==> src/hdl/smau_pkg.sv <==
package smau_pkg;

  // Sizes fixed by the item fields.
  localparam int DIM_DEFAULT = 4;
  localparam int ELEM_W      = 16;
  localparam int FRAC_W      = ELEM_W / 2;
  localparam int RES_W       = 34;
  localparam int IDX_PORT_W  = 2;
  localparam int CMD_W       = 2;
  localparam int OP_W        = 2;
  localparam int ROWS_W      = 3;

  // Register port sizes.
  localparam int PADDR_W = 3;
  localparam int PDATA_W = 32;

  localparam logic [ROWS_W-1:0] ROWS_RESET = 3'd4;

  // Register indexes on the configuration port.
  typedef enum logic {
    REG_OPERATION = 1'b0,
    REG_ROWS      = 1'b1
  } smau_reg_e;

  // Item commands.
  typedef enum logic [CMD_W-1:0] {
    CMD_WR_A = 2'd0,
    CMD_WR_B = 2'd1,
    CMD_RUN  = 2'd2
  } smau_cmd_e;

  // Operation register codes.
  typedef enum logic [OP_W-1:0] {
    OP_ADD = 2'd0,
    OP_SUB = 2'd1,
    OP_MUL = 2'd2
  } smau_op_e;

  // Controller states.
  typedef enum logic [1:0] {
    ST_IDLE,
    ST_ISSUE,
    ST_DRAIN,
    ST_PUSH
  } smau_state_e;

  // Commands from the controller to the datapath.
  typedef struct packed {
    logic wr_a;
    logic wr_b;
    logic issue;
    logic first;
    logic last;
    logic push;
    logic push_last;
  } smau_ctl_t;

  // Status from the datapath to the controller.
  typedef struct packed {
    logic sum_done;
    logic slot_free;
  } smau_sts_t;

  // Tag that travels with one term through the arithmetic pipeline.
  typedef struct packed {
    logic vld;
    logic first;
    logic last;
  } smau_tag_t;

endpackage

==> src/hdl/small_matrix_arith_unit.sv <==
// Small matrix arithmetic unit: holds two DIM x DIM matrices A and B of signed
// Q8.8 elements and emits element sums, differences or the matrix product.
// Input items arrive on in_valid_i/in_stall_o: an item is taken at an edge with
// in_valid_i high and in_stall_o low. A write item stores one element of A or
// B; writes outside the matrix and unused commands are dropped.
// A run item emits one result item per element of the first rows_in_use rows
// (at most DIM), row-major, in Q18.16, with last_o set on the final one.
// in_stall_o stays high for the whole run.
// Each multiply result is built from DIM terms read one after another into the
// shared multiply-accumulate unit through read, multiply and accumulate stages;
// each sum or difference result has a single term, and the next element starts
// only after the current one is done. Results leave via an output register;
// while out_stall_i is high the held item stays unchanged and the run pauses
// until the slot frees. Reset clears both matrices to zero, sets operation to
// add and rows_in_use to four. Configuration is to be written over the register
// port between runs; the block itself does not enforce this.
module small_matrix_arith_unit
  import smau_pkg::*;
#(
  parameter int DIM = DIM_DEFAULT
) (
  input  logic                     clk_i,
  input  logic                     rst_ni,
  input  logic                     psel,
  input  logic                     penable,
  input  logic                     pwrite,
  input  logic [PADDR_W-1:0]       paddr,
  input  logic [PDATA_W-1:0]       pwdata,
  output logic [PDATA_W-1:0]       prdata,
  output logic                     pready,
  input  logic                     in_valid_i,
  output logic                     in_stall_o,
  input  logic [CMD_W-1:0]         cmd_i,
  input  logic [IDX_PORT_W-1:0]    row_i,
  input  logic [IDX_PORT_W-1:0]    col_i,
  input  logic signed [ELEM_W-1:0] value_i,
  output logic                     out_valid_o,
  input  logic                     out_stall_i,
  output logic [IDX_PORT_W-1:0]    out_row_o,
  output logic [IDX_PORT_W-1:0]    out_col_o,
  output logic signed [RES_W-1:0]  result_value_o,
  output logic                     last_o
);

  localparam int IDX_W = $clog2(DIM);

  smau_op_e          op;
  logic [ROWS_W-1:0] rows;
  smau_ctl_t         ctl;
  smau_sts_t         sts;
  logic [IDX_W-1:0]  r_idx, c_idx, k_idx;

  // Configuration registers.
  smau_regs u_regs (
    .clk_i   (clk_i),
    .rst_ni  (rst_ni),
    .psel    (psel),
    .penable (penable),
    .pwrite  (pwrite),
    .paddr   (paddr),
    .pwdata  (pwdata),
    .prdata  (prdata),
    .pready  (pready),
    .op_o    (op),
    .rows_o  (rows)
  );

  // Run sequencer.
  smau_ctrl #(
    .DIM (DIM)
  ) u_ctrl (
    .clk_i      (clk_i),
    .rst_ni     (rst_ni),
    .in_valid_i (in_valid_i),
    .in_stall_o (in_stall_o),
    .cmd_i      (cmd_i),
    .row_i      (row_i),
    .col_i      (col_i),
    .op_i       (op),
    .rows_i     (rows),
    .sts_i      (sts),
    .ctl_o      (ctl),
    .r_o        (r_idx),
    .c_o        (c_idx),
    .k_o        (k_idx)
  );

  // Element stores, arithmetic pipeline and output register.
  smau_dp #(
    .DIM (DIM)
  ) u_dp (
    .clk_i          (clk_i),
    .rst_ni         (rst_ni),
    .ctl_i          (ctl),
    .sts_o          (sts),
    .r_i            (r_idx),
    .c_i            (c_idx),
    .k_i            (k_idx),
    .op_i           (op),
    .row_i          (row_i),
    .col_i          (col_i),
    .value_i        (value_i),
    .out_valid_o    (out_valid_o),
    .out_stall_i    (out_stall_i),
    .out_row_o      (out_row_o),
    .out_col_o      (out_col_o),
    .result_value_o (result_value_o),
    .last_o         (last_o)
  );

endmodule

==> src/hdl/smau_regs.sv <==
module smau_regs
  import smau_pkg::*;
(
  input  logic               clk_i,
  input  logic               rst_ni,
  input  logic               psel,
  input  logic               penable,
  input  logic               pwrite,
  input  logic [PADDR_W-1:0] paddr,
  input  logic [PDATA_W-1:0] pwdata,
  output logic [PDATA_W-1:0] prdata,
  output logic               pready,
  output smau_op_e           op_o,
  output logic [ROWS_W-1:0]  rows_o
);

  logic [OP_W-1:0]   op_q;
  logic [ROWS_W-1:0] rows_q;
  logic              wr_en;
  smau_reg_e         reg_sel;

  assign pready  = 1'b1;
  assign wr_en   = psel && penable && pwrite && pready;
  assign reg_sel = smau_reg_e'(paddr[2]);

  // Register writes in the access phase.
  always_ff @(posedge clk_i or negedge rst_ni) begin
    if (!rst_ni) begin
      op_q   <= OP_ADD;
      rows_q <= ROWS_RESET;
    end else if (wr_en) begin
      case (reg_sel)
        REG_OPERATION: op_q   <= pwdata[OP_W-1:0];
        REG_ROWS:      rows_q <= pwdata[ROWS_W-1:0];
        default: ;
      endcase
    end
  end

  // Read data.
  always_comb begin
    prdata = '0;
    case (reg_sel)
      REG_OPERATION: prdata = PDATA_W'(op_q);
      REG_ROWS:      prdata = PDATA_W'(rows_q);
      default:       prdata = '0;
    endcase
  end

  assign op_o   = smau_op_e'(op_q);
  assign rows_o = rows_q;

endmodule

==> src/hdl/smau_ctrl.sv <==
module smau_ctrl
  import smau_pkg::*;
#(
  parameter int DIM = DIM_DEFAULT
) (
  input  logic                   clk_i,
  input  logic                   rst_ni,
  input  logic                   in_valid_i,
  output logic                   in_stall_o,
  input  logic [CMD_W-1:0]       cmd_i,
  input  logic [IDX_PORT_W-1:0]  row_i,
  input  logic [IDX_PORT_W-1:0]  col_i,
  input  smau_op_e               op_i,
  input  logic [ROWS_W-1:0]      rows_i,
  input  smau_sts_t              sts_i,
  output smau_ctl_t              ctl_o,
  output logic [$clog2(DIM)-1:0] r_o,
  output logic [$clog2(DIM)-1:0] c_o,
  output logic [$clog2(DIM)-1:0] k_o
);

  localparam int IDX_W = $clog2(DIM);
  localparam logic [IDX_W-1:0] DIM_LAST = IDX_W'(DIM - 1);

  smau_state_e      state_q, state_d;
  logic [IDX_W-1:0] r_q, r_d, c_q, c_d, k_q, k_d, last_r_q, last_r_d;
  logic [IDX_W-1:0] k_end;
  logic             accept, in_rng, run_go, k_last, elem_last, push_ok;

  // Items are taken only between runs.
  assign accept     = in_valid_i && (state_q == ST_IDLE);
  assign in_stall_o = (state_q != ST_IDLE);
  assign in_rng     = (int'(row_i) < DIM) && (int'(col_i) < DIM);
  assign run_go     = accept && (cmd_i == CMD_RUN) && (rows_i != '0);

  // A product needs DIM terms, a sum or difference one.
  assign k_end     = (op_i == OP_MUL) ? DIM_LAST : '0;
  assign k_last    = (k_q == k_end);
  assign elem_last = (r_q == last_r_q) && (c_q == DIM_LAST);
  assign push_ok   = sts_i.slot_free &&
                     (((state_q == ST_DRAIN) && sts_i.sum_done) || (state_q == ST_PUSH));

  // Next state.
  always_comb begin
    state_d = state_q;
    case (state_q)
      ST_IDLE: begin
        if (run_go) state_d = ST_ISSUE;
      end
      ST_ISSUE: begin
        if (k_last) state_d = ST_DRAIN;
      end
      ST_DRAIN: begin
        if (sts_i.sum_done) begin
          if (!sts_i.slot_free) state_d = ST_PUSH;
          else                  state_d = elem_last ? ST_IDLE : ST_ISSUE;
        end
      end
      ST_PUSH: begin
        if (sts_i.slot_free) state_d = elem_last ? ST_IDLE : ST_ISSUE;
      end
      default: state_d = ST_IDLE;
    endcase
  end

  // Commands and counter updates.
  always_comb begin
    ctl_o    = '0;
    r_d      = r_q;
    c_d      = c_q;
    k_d      = k_q;
    last_r_d = last_r_q;

    ctl_o.wr_a = accept && (cmd_i == CMD_WR_A) && in_rng;
    ctl_o.wr_b = accept && (cmd_i == CMD_WR_B) && in_rng;

    if (run_go) begin
      r_d = '0;
      c_d = '0;
      k_d = '0;
      if (int'(rows_i) > DIM) last_r_d = DIM_LAST;
      else                    last_r_d = IDX_W'(int'(rows_i) - 1);
    end

    if (state_q == ST_ISSUE) begin
      ctl_o.issue = 1'b1;
      ctl_o.first = (k_q == '0);
      ctl_o.last  = k_last;
      k_d         = k_last ? '0 : k_q + 1'b1;
    end

    if (push_ok) begin
      ctl_o.push      = 1'b1;
      ctl_o.push_last = elem_last;
      if (c_q == DIM_LAST) begin
        c_d = '0;
        r_d = r_q + 1'b1;
      end else begin
        c_d = c_q + 1'b1;
      end
    end
  end

  always_ff @(posedge clk_i or negedge rst_ni) begin
    if (!rst_ni) begin
      state_q  <= ST_IDLE;
      r_q      <= '0;
      c_q      <= '0;
      k_q      <= '0;
      last_r_q <= '0;
    end else begin
      state_q  <= state_d;
      r_q      <= r_d;
      c_q      <= c_d;
      k_q      <= k_d;
      last_r_q <= last_r_d;
    end
  end

  assign r_o = r_q;
  assign c_o = c_q;
  assign k_o = k_q;

  // A finished sum only comes back while the controller waits for it.
  a_sum_in_drain: assert property (@(posedge clk_i) disable iff (!rst_ni)
    sts_i.sum_done |-> (state_q == ST_DRAIN))
    else $error("sum finished outside of drain");

  // A result is never pushed into an occupied output slot.
  a_push_free: assert property (@(posedge clk_i) disable iff (!rst_ni)
    ctl_o.push |-> sts_i.slot_free)
    else $error("result pushed into a full output slot");

  // The term counter is back at zero whenever the controller is idle.
  a_k_idle: assert property (@(posedge clk_i) disable iff (!rst_ni)
    (state_q == ST_IDLE) |-> (k_q == '0))
    else $error("term counter not cleared");

  // The last result of a run ends the run.
  a_last_ends: assert property (@(posedge clk_i) disable iff (!rst_ni)
    (ctl_o.push && ctl_o.push_last) |=> (state_q == ST_IDLE))
    else $error("run continued after its last result");

endmodule

==> src/hdl/smau_dp.sv <==
module smau_dp
  import smau_pkg::*;
#(
  parameter int DIM = DIM_DEFAULT
) (
  input  logic                         clk_i,
  input  logic                         rst_ni,
  input  smau_ctl_t                    ctl_i,
  output smau_sts_t                    sts_o,
  input  logic [$clog2(DIM)-1:0]       r_i,
  input  logic [$clog2(DIM)-1:0]       c_i,
  input  logic [$clog2(DIM)-1:0]       k_i,
  input  smau_op_e                     op_i,
  input  logic [IDX_PORT_W-1:0]        row_i,
  input  logic [IDX_PORT_W-1:0]        col_i,
  input  logic signed [ELEM_W-1:0]     value_i,
  output logic                         out_valid_o,
  input  logic                         out_stall_i,
  output logic [IDX_PORT_W-1:0]        out_row_o,
  output logic [IDX_PORT_W-1:0]        out_col_o,
  output logic signed [RES_W-1:0]      result_value_o,
  output logic                         last_o
);

  localparam int DEPTH = DIM * DIM;
  localparam int AW    = $clog2(DEPTH);

  logic signed [ELEM_W-1:0] mem_a_q [DEPTH];
  logic signed [ELEM_W-1:0] mem_b_q [DEPTH];
  logic [DEPTH-1:0]         vld_a_q, vld_b_q;

  logic [AW-1:0]            wr_addr, a_addr, b_addr;
  logic signed [ELEM_W-1:0] rd_a_q, rd_b_q, a_val, b_val;
  logic                     rd_a_vld_q, rd_b_vld_q, is_mul;

  logic signed [ELEM_W:0]     sum_ab, diff_ab;
  logic signed [2*ELEM_W-1:0] prod;
  logic signed [RES_W-1:0]    term_d, term_q, acc_q;
  smau_tag_t                  tag1_q, tag2_q;
  logic                       done_q;

  logic                       out_vld_q, out_last_q;
  logic [IDX_PORT_W-1:0]      out_row_q, out_col_q;
  logic signed [RES_W-1:0]    out_val_q;

  assign is_mul = (op_i == OP_MUL);

  // Row-major addresses for the write port and the two read ports.
  assign wr_addr = AW'(row_i) * AW'(DIM) + AW'(col_i);
  assign a_addr  = AW'(r_i) * AW'(DIM) + AW'(is_mul ? k_i : c_i);
  assign b_addr  = is_mul ? (AW'(k_i) * AW'(DIM) + AW'(c_i))
                          : (AW'(r_i) * AW'(DIM) + AW'(c_i));

  // Element stores with one write and one registered read each.
  always_ff @(posedge clk_i) begin
    if (ctl_i.wr_a) mem_a_q[wr_addr] <= value_i;
    if (ctl_i.wr_b) mem_b_q[wr_addr] <= value_i;
    rd_a_q     <= mem_a_q[a_addr];
    rd_b_q     <= mem_b_q[b_addr];
    rd_a_vld_q <= vld_a_q[a_addr];
    rd_b_vld_q <= vld_b_q[b_addr];
  end

  // An entry never written since reset reads as zero.
  always_ff @(posedge clk_i or negedge rst_ni) begin
    if (!rst_ni) begin
      vld_a_q <= '0;
      vld_b_q <= '0;
    end else begin
      if (ctl_i.wr_a) vld_a_q[wr_addr] <= 1'b1;
      if (ctl_i.wr_b) vld_b_q[wr_addr] <= 1'b1;
    end
  end

  assign a_val = rd_a_vld_q ? rd_a_q : '0;
  assign b_val = rd_b_vld_q ? rd_b_q : '0;

  // Term of the selected operation, scaled to the result format.
  assign sum_ab  = (ELEM_W+1)'(a_val) + (ELEM_W+1)'(b_val);
  assign diff_ab = (ELEM_W+1)'(a_val) - (ELEM_W+1)'(b_val);
  assign prod    = a_val * b_val;

  always_comb begin
    case (op_i)
      OP_ADD:  term_d = RES_W'(sum_ab) <<< FRAC_W;
      OP_SUB:  term_d = RES_W'(diff_ab) <<< FRAC_W;
      OP_MUL:  term_d = RES_W'(prod);
      default: term_d = '0;
    endcase
  end

  always_ff @(posedge clk_i) begin
    term_q <= term_d;
    if (tag2_q.vld) acc_q <= tag2_q.first ? term_q : acc_q + term_q;
  end

  // Tags follow each term through read, multiply and accumulate.
  always_ff @(posedge clk_i or negedge rst_ni) begin
    if (!rst_ni) begin
      tag1_q <= '0;
      tag2_q <= '0;
      done_q <= 1'b0;
    end else begin
      tag1_q <= '{vld: ctl_i.issue, first: ctl_i.first, last: ctl_i.last};
      tag2_q <= tag1_q;
      done_q <= tag2_q.vld && tag2_q.last;
    end
  end

  // Output register holds one result item until it is taken.
  always_ff @(posedge clk_i or negedge rst_ni) begin
    if (!rst_ni) begin
      out_vld_q <= 1'b0;
    end else if (ctl_i.push) begin
      out_vld_q <= 1'b1;
    end else if (!out_stall_i) begin
      out_vld_q <= 1'b0;
    end
  end

  always_ff @(posedge clk_i) begin
    if (ctl_i.push) begin
      out_row_q  <= IDX_PORT_W'(r_i);
      out_col_q  <= IDX_PORT_W'(c_i);
      out_val_q  <= acc_q;
      out_last_q <= ctl_i.push_last;
    end
  end

  assign sts_o.sum_done  = done_q;
  assign sts_o.slot_free = !out_vld_q || !out_stall_i;

  assign out_valid_o    = out_vld_q;
  assign out_row_o      = out_row_q;
  assign out_col_o      = out_col_q;
  assign result_value_o = out_val_q;
  assign last_o         = out_last_q;

endmodule
==> config.mk <==
export PLATFORM = sky130hd
export DESIGN_NAME = small_matrix_arith_unit
export DESIGN_NICKNAME = d
export VERILOG_FILES = /design/src/hdl/smau_pkg.sv /design/src/hdl/small_matrix_arith_unit.sv /design/src/hdl/smau_regs.sv /design/src/hdl/smau_ctrl.sv /design/src/hdl/smau_dp.sv
export SDC_FILE = /design/constraint.sdc
export NUM_CORES = 2
export LEC_CHECK = 0
export BUFFER_PORTS_ARGS = -buffer_cell sky130_fd_sc_hd__buf_4
export CAP_MARGIN = 20
export CORE_MARGIN = 2
export CORE_UTILIZATION = 65
export CTS_CLUSTER_DIAMETER = 60
export DETAILED_ROUTE_END_ITERATION = 10
export GPL_ROUTABILITY_DRIVEN = 0
export MAX_ROUTING_LAYER = met4
export PLACE_DENSITY_LB_ADDON = 0.15
export SLEW_MARGIN = 0
export SYNTH_ARGS = -nofsm -noshare
export SYNTH_HDL_FRONTEND = slang
export SYNTH_SLANG_ARGS = --single-unit
==> constraint.sdc <==
create_clock -name clk_i -period 18 [get_ports clk_i]
set_clock_uncertainty 0.1 [all_clocks]
set_input_delay 0.9 -clock clk_i [delete_from_list [all_inputs] [get_ports clk_i]]
set_output_delay 0.9 -clock clk_i [all_outputs]
set_load 0.05 [all_outputs]
Word level (Yosys, flattened, before mapping)
Memories as Yosys holds them, arrays and structs flattened. A register that Yosys moved wholly into a read port is not among the register bits. Index checks and enable logic that the tools add are counted.

Latch bits: 0. Bits in read-only memories: 0. Bits in writable memories: 512. Bits in registers: 164. Memories kept: 2.

Eq/ne operators: 15. Multipliers: 1. Add/sub/neg operators: 11. Shifts and indexed selects: 0. Div/mod/pow operators: 0. Bitwise gates (word level): 3. Multiplexer cells: 38. Reductions and logical operators: 27. $lt $le $gt $ge: 5.

Memories: u_dp.mem_a_q (depth 16, width 16, rd ports 1, clocked after memory_dff 1, write ports 1, RTL line smau_dp.sv:28) `logic signed [ELEM_W-1:0] mem_a_q [DEPTH];`; u_dp.mem_b_q (depth 16, width 16, rd ports 1, clocked after memory_dff 1, write ports 1, RTL line smau_dp.sv:29) `logic signed [ELEM_W-1:0] mem_b_q [DEPTH];`.

Operator list (number): 34-bit case mux with 3 select lines (1); 32-bit case mux with 2 select lines (1); 34-bit adder (1); 2-bit 2-to-1 mux (17); 34-bit 2-to-1 mux (1); 16-bit by 16-bit multiplier with 32-bit output (1); 16-bit 2-to-1 mux (2); 16-bit OR (2); 16-bit by 16-bit adder with 17-bit output (1); 16-bit by 16-bit subtractor with 17-bit output (1); 4-bit by 5-bit < comparator with 1-bit output (second input constant) (3); 4-bit by 2-bit adder with 4-bit output (3); 1-bit logical AND (12); 2-bit == test (second input constant) (5); 1-bit 2-to-1 mux (10); 2-bit by 1-bit != test with 1-bit output (second input constant) (5); 1-bit binary-select mux with 4-bit select (2); 2-bit logical NOT (4); 2-bit case mux with 4 select lines (1); 2-bit by 1-bit adder with 2-bit output (second input constant) (3); 2-bit by 1-bit == test with 1-bit output (second input constant) (3); 2-bit nonzero test (3); 4-bit adder (1); 1-bit demux with 4-bit select (1); 12 further kinds (16).

Logic depth before layout (Yosys ltp)
Word-level depth: 7. Depth in mapped cells: 27. Depth with buffers taken out: 25.

Modules after synthesis
Synthesis repeated with hierarchy kept, for this count alone.

Cells, all modules: 2832. Area, all modules: 38841.0 um^2.

By module, submodules not included: smau_dp (area an instance 37686.1 um^2, cells an instance 2716, times used 1); smau_ctrl (area an instance 673.1 um^2, cells an instance 69, times used 1); smau_regs (area an instance 481.7 um^2, cells an instance 47, times used 1).

Least setup slack after synthesis
Ideal clock, no wire load.

Kind: reg2reg. Start: register u_dp.rd_b_vld_q. End: register u_dp.term_q[28]. Library setup time: 0.065 ns. Cell stages (with the launch flop): 27. Arrival time: 6.419 ns. Slack: 11.416 ns. Required time: 17.835 ns. Path buffers: 2. Cells stage by stage: dfxtp_1 clkbuf_1 nand2_1 inv_1 clkbuf_1 ha_1 inv_1 fa_1 inv_1 fa_1 inv_1 fa_1 inv_1 fa_1 fa_1 inv_1 fa_1 inv_1 ha_1 nand3_1 nor2_1 and3_1 a2111oi_2 o31a_1 nand2b_1 a2111o_1 nand4b_1.

Cells in the longest elaborated chain, start to end: 3. Elaborated cells on any way between the ends: 5. Classes of those cells: 2 x add/sub; 1 x mul; 2 x mux.

Ends and longest elaborated chain: from (decl) (RTL line smau_dp.sv:34) `logic rd_a_vld_q, rd_b_vld_q, is_mul;`; from (signal assigned) (RTL line smau_dp.sv:61) `rd_b_vld_q <= vld_b_q[b_addr];`; 16-bit 2-to-1 mux (*) (RTL line smau_dp.sv:76) `assign b_val = rd_b_vld_q ? rd_b_q : '0;`; 16-bit by 16-bit multiplier with 32-bit output, or another cell as far along (RTL line smau_dp.sv:81) `assign prod = a_val * b_val;`; 34-bit case mux with 3 select lines (*) (RTL line smau_dp.sv:84) `case (op_i)`; net u_dp.term_d[28] (RTL line smau_dp.sv:38) `logic signed [RES_W-1:0] term_d, term_q, acc_q;`; to (signal assigned) (RTL line smau_dp.sv:93) `term_q <= term_d;`; to (decl) (RTL line smau_dp.sv:38).

Mark *: on every way through the listed nets, which the timed path passes. The rest lies on a longest branch. A chain may end at the register's enable or synchronous reset.

Final worst setup path
Start: register u_dp.rd_b_vld_q. End: register u_dp.term_q[32].

Cells in the longest elaborated chain, start to end: 3. Elaborated cells on any way between the ends: 5. Classes of those cells: 2 x add/sub; 1 x mul; 2 x mux.

Ends and longest elaborated chain (RTL line): 16-bit 2-to-1 mux (*) (smau_dp.sv:76); 16-bit by 16-bit multiplier with 32-bit output, or another cell as far along (smau_dp.sv:81); 34-bit case mux with 3 select lines (*) (smau_dp.sv:84).

Every way passes the cells marked *; elsewhere a longest branch is shown, timed or not.

==> results.py <==
metrics = {
    "synth": {
        "synthFlopType": "edfxtp_1",
        "synth_compound_area_share_pct": 5.69,
        "synth_cells": 2871,
        "yosysWarningCount": 0,
        "syn_area_um2": 38900,
        "yosysSeqAreaShare_pct": 52.1,
        "synth_top_family_by_area": "adder cells",
        "synth_cell_types": 83,
        "synthXorXnorAreaFrac_pct": 1.55,
        "synthAdderAreaFrac_pct": 18.5,
        "synthArstFlopShare_pct": 7.79,
        "yosys.area_share.simple_pct": 7.80,
        "avgSynthCellArea_um2": 13.5,
        "synth.area.mux_share_pct": 9.17,
        "synth_seq_cells": 706,
        "synth_edf_count": 585,
    },
    "setup_path": {
        "ff2ff_path_depth": 21,
        "critPathMaxFanout": 16,
        "max_stage_delay_ps": 710,
        "r2r_slack_ps": 9470,
        "r2r-start": "u_dp.rd_b_vld_q",
        "critical_path_class": "reg2reg",
        "cpMaxStageDelayCell": "dfxtp_1",
        "path_cells": "and2_1 -> clkinv_1 -> nor2_1 -> fa_1 -> fa_1 -> fa_1 -> fa_1 -> fa_1 -> inv_1 -> fa_1 -> inv_1 -> ha_1 -> a21o_1 -> a21o_1 -> a21oi_1 -> o2bb2ai_1 -> a31oi_1 -> o2111ai_1 -> a31oi_1 -> xnor2_1 -> o21ai_0",
        "worst_ep_arrival_time_ps": 8890,
        "cpMostUsedCell": "fa_1",
        "cp.required_ps": 18370,
        "start_kind": "register",
        "rr_endpoint": "u_dp.term_q[32]",
        "cp-end-kind": "register",
    },
    "pwr": {
        "p_per_area_nw_per_um2": 145,
        "combPwrFrac_pct": 41.5,
        "p_seq_share_pct": 33.5,
        "switchingPower_uw": 2310,
        "ir_drop_uv": 117,
        "sw_frac_of_total_pct": 37.1,
        "p_leak_uw": 0.0170,
        "clockPowerShare_pct": 25.0,
        "p_int_uw": 3910,
    },
    "sta": {
        "worst_slew_pin_slew_ps": 1010,
        "hold_ws_ps": 210,
        "setup_tns_ps": 0,
        "fmax_mhz": 117,
        "grt_setup_unrepaired": "no",
        "drv_slew": 0,
        "setup_viol": 0,
        "slew_headroom_pct": 32.9,
        "hold_violations": 0,
        "min_period_ps": 8530,
        "post-route-period-util_pct": 47.4,
    },
    "cells_and_area": {
        "layout_commonest_cell": "edfxtp_1",
        "syn2layout_area_growth_pct": 10.3,
        "drive_above_1_share_pct": 15.1,
        "mostFrequentLayoutCells": "edfxtp_1 (585), inv_1 (350), fa_1 (265), nand2_1 (240), nor2_1 (239)",
        "fill_cells": 3775,
        "fin_nets": 3458,
    },
    "clock_tree": {
        "postCtsSetupBuffers": 0,
        "clk_pin_slew_worst_paths_ps": 60,
        "clock_latency_ps": 650,
        "cts_resized": 0,
        "cts_buffer_depth": 3,
        "cts_buffers": 73,
        "htreeDepth": 3,
        "cts_tree": "done",
        "cts_hold_buf": 0,
        "clock_sinks": 706,
        "root_buffer": "clkbuf_16",
    },
    "floorplan": {
        "rows": 89,
        "chipWidth_um": 249,
        "coreArea_um2": 59000,
        "start_util_pct": 65.9,
        "chipHeight_um": 249,
        "fp.dieArea_um2": 61800,
        "io_pins": 138,
    },
    "worst_hold_path": {
        "hp-class": "in2async",
    },
    "route": {
        "route.detailed.drc": 0,
        "ant_nets": 0,
        "wl_mm": 92.8,
        "detail_route.wl_per_cell_um": 24.4,
        "vias_per_cell": 6.25,
        "num_vias": 23810,
        "first_pass_iters": 7,
        "drt_iter0_drc": 2409,
    },
    "grt": {
        "grt_start_max_net_pins": 75,
        "antenna_found_initial": 2,
        "grt_overflow": 0,
        "busiest_layer": "met2",
        "grt_pass1_vias": 24729,
        "use_met3_pct": 5.89,
        "grtUsageTotal_pct": 31.5,
        "use_met2_pct": 50.6,
        "grt_pass1_wl_mm": 143,
        "met1_usage_pct": 40.1,
    },
    "flow_run": {
        "drv_cap": 0,
    },
    "place": {
        "io_buffer_count": 76,
        "hpwl_mm": 62.1,
    },
    "status": {
        "status": "complete, no violations",
    },
}
## cells by family after synthesis
| family | count (synthesis) |
|---|---|
| buffers and inverters | 492 |
| DFF | 706 |
| other | 2 |
| adders and majority gates | 416 |
| xor gates and xnor gates | 69 |
| and+or+nand+nor | 678 |
| muxes | 164 |
| AOI/OAI and AO/OA | 344 |
## flip-flops by register name, indices dropped and copies added (netlist names), 2 cells and up
signal and flops:
u_ctrl.last_r_q 2, u_ctrl.r_o 2, u_ctrl.state_q 2, u_ctrl.k_o 2, u_dp.mem_a_q 256, u_dp.out_col_o 2
u_dp.tag2_q 3, u_regs.op_o 2, u_regs.rows_o 3, u_dp.vld_b_q 16, u_dp.tag1_q 3, u_dp.rd_a_q 16
u_dp.vld_a_q 16, u_dp.out_row_o 2, u_dp.rd_b_q 16, u_dp.result_value_o 34, u_ctrl.c_o 2, u_dp.mem_b_q 256
u_dp.term_q 32, u_dp.acc_q 34
## routing by layer
layer | share of wire, % | up-vias
met5 | 0 | -
met4 | 4.1 | 0
met3 | 8.5 | 259
met2 | 50 | 1230
met1 | 38 | 12081
li1 | - | 10240
## stage by stage
stage                     total power (µW)  area [µm²]  worst slack (ps)  utilization (%)  instances
after floorplan                       3950       39000             11420                -       2899
final                                 6220       42900              9470             72.7       3809
after global placement                4570       40300              9800             68.3       3673
after CTS                             6220       42900              9670             72.6       3806
after detailed placement              4650       40300              9680             68.4       3674
after global routing                  6570       42900              9180             72.7       3809
## Yosys cell counts (21+ instances only)
cell type | count | share of area [%]
a211oi_1 | 23 | 0.44
a21o_1 | 29 | 0.56
a21oi_1 | 72 | 0.93
a31oi_1 | 32 | 0.52
and2_1 | 32 | 0.52
buf_4 | 32 | 0.62
clkbuf_1 | 75 | 0.72
dfrtp_1 | 54 | 3.5
dfxtp_1 | 66 | 3.4
edfxtp_1 | 585 | 45
fa_1 | 265 | 14
ha_1 | 151 | 4.9
inv_1 | 350 | 3.4
mux4_2 | 153 | 8.9
nand2_1 | 240 | 2.3
nand3_1 | 21 | 0.27
nor2_1 | 240 | 2.3
nor3_1 | 23 | 0.30
o21ai_0 | 91 | 1.2
or2_2 | 35 | 0.56
xnor2_1 | 44 | 0.99
xor2_1 | 25 | 0.56
## worst max-delay path, delay by kind of cell (launching register included)
family                     cells  cell delay, ps
adders and majority gates      7            3540
AOI/OAI and AO/OA              8            2140
and+or+nand+nor                2             980
buffers and inverters          3             730
DFF                            1             710
xor gates and xnor gates       1             130
## worst max path at each step
stage	startpoint	endpoint	slack, ps	cells past startpoint
after global placement	u_dp.rd_b_vld_q	u_dp.term_q[32]	9800	21
final	u_dp.rd_b_vld_q	u_dp.term_q[32]	9470	21
after detailed placement	u_dp.rd_b_vld_q	u_dp.term_q[32]	9680	21
after floorplan	u_dp.rd_b_vld_q	u_dp.term_q[28]	11420	26
after CTS	u_dp.rd_b_vld_q	u_dp.term_q[32]	9670	21
after global routing	u_dp.rd_b_vld_q	u_dp.term_q[32]	9180	21
## power groups by stage
stage | Clock [µW] | Sequential, µW | Combinational (µW)
after detailed placement | 0 | 2120 | 2530
after CTS | 1580 | 2080 | 2560
after floorplan | 0 | 2090 | 1860
after global placement | 0 | 2110 | 2460
final | 1560 | 2080 | 2580
after global routing | 1640 | 2100 | 2830
## layout make-up
cell class | instances | area [µm²] | area share, %
flip-flops and latches | 706 | 20300 | 47.3
inverters | 364 | 1370 | 3.19
repair buffers | 132 | 1010 | 2.35
multi-input cells | 1701 | 16800 | 39.1
clock buffers | 98 | 2000 | 4.67
clock inverters | 34 | 507 | 1.18
diodes | 1 | 2.50 | 0.00583
well taps | 773 | 967 | 2.26
(Power assumes the default switching activity.)
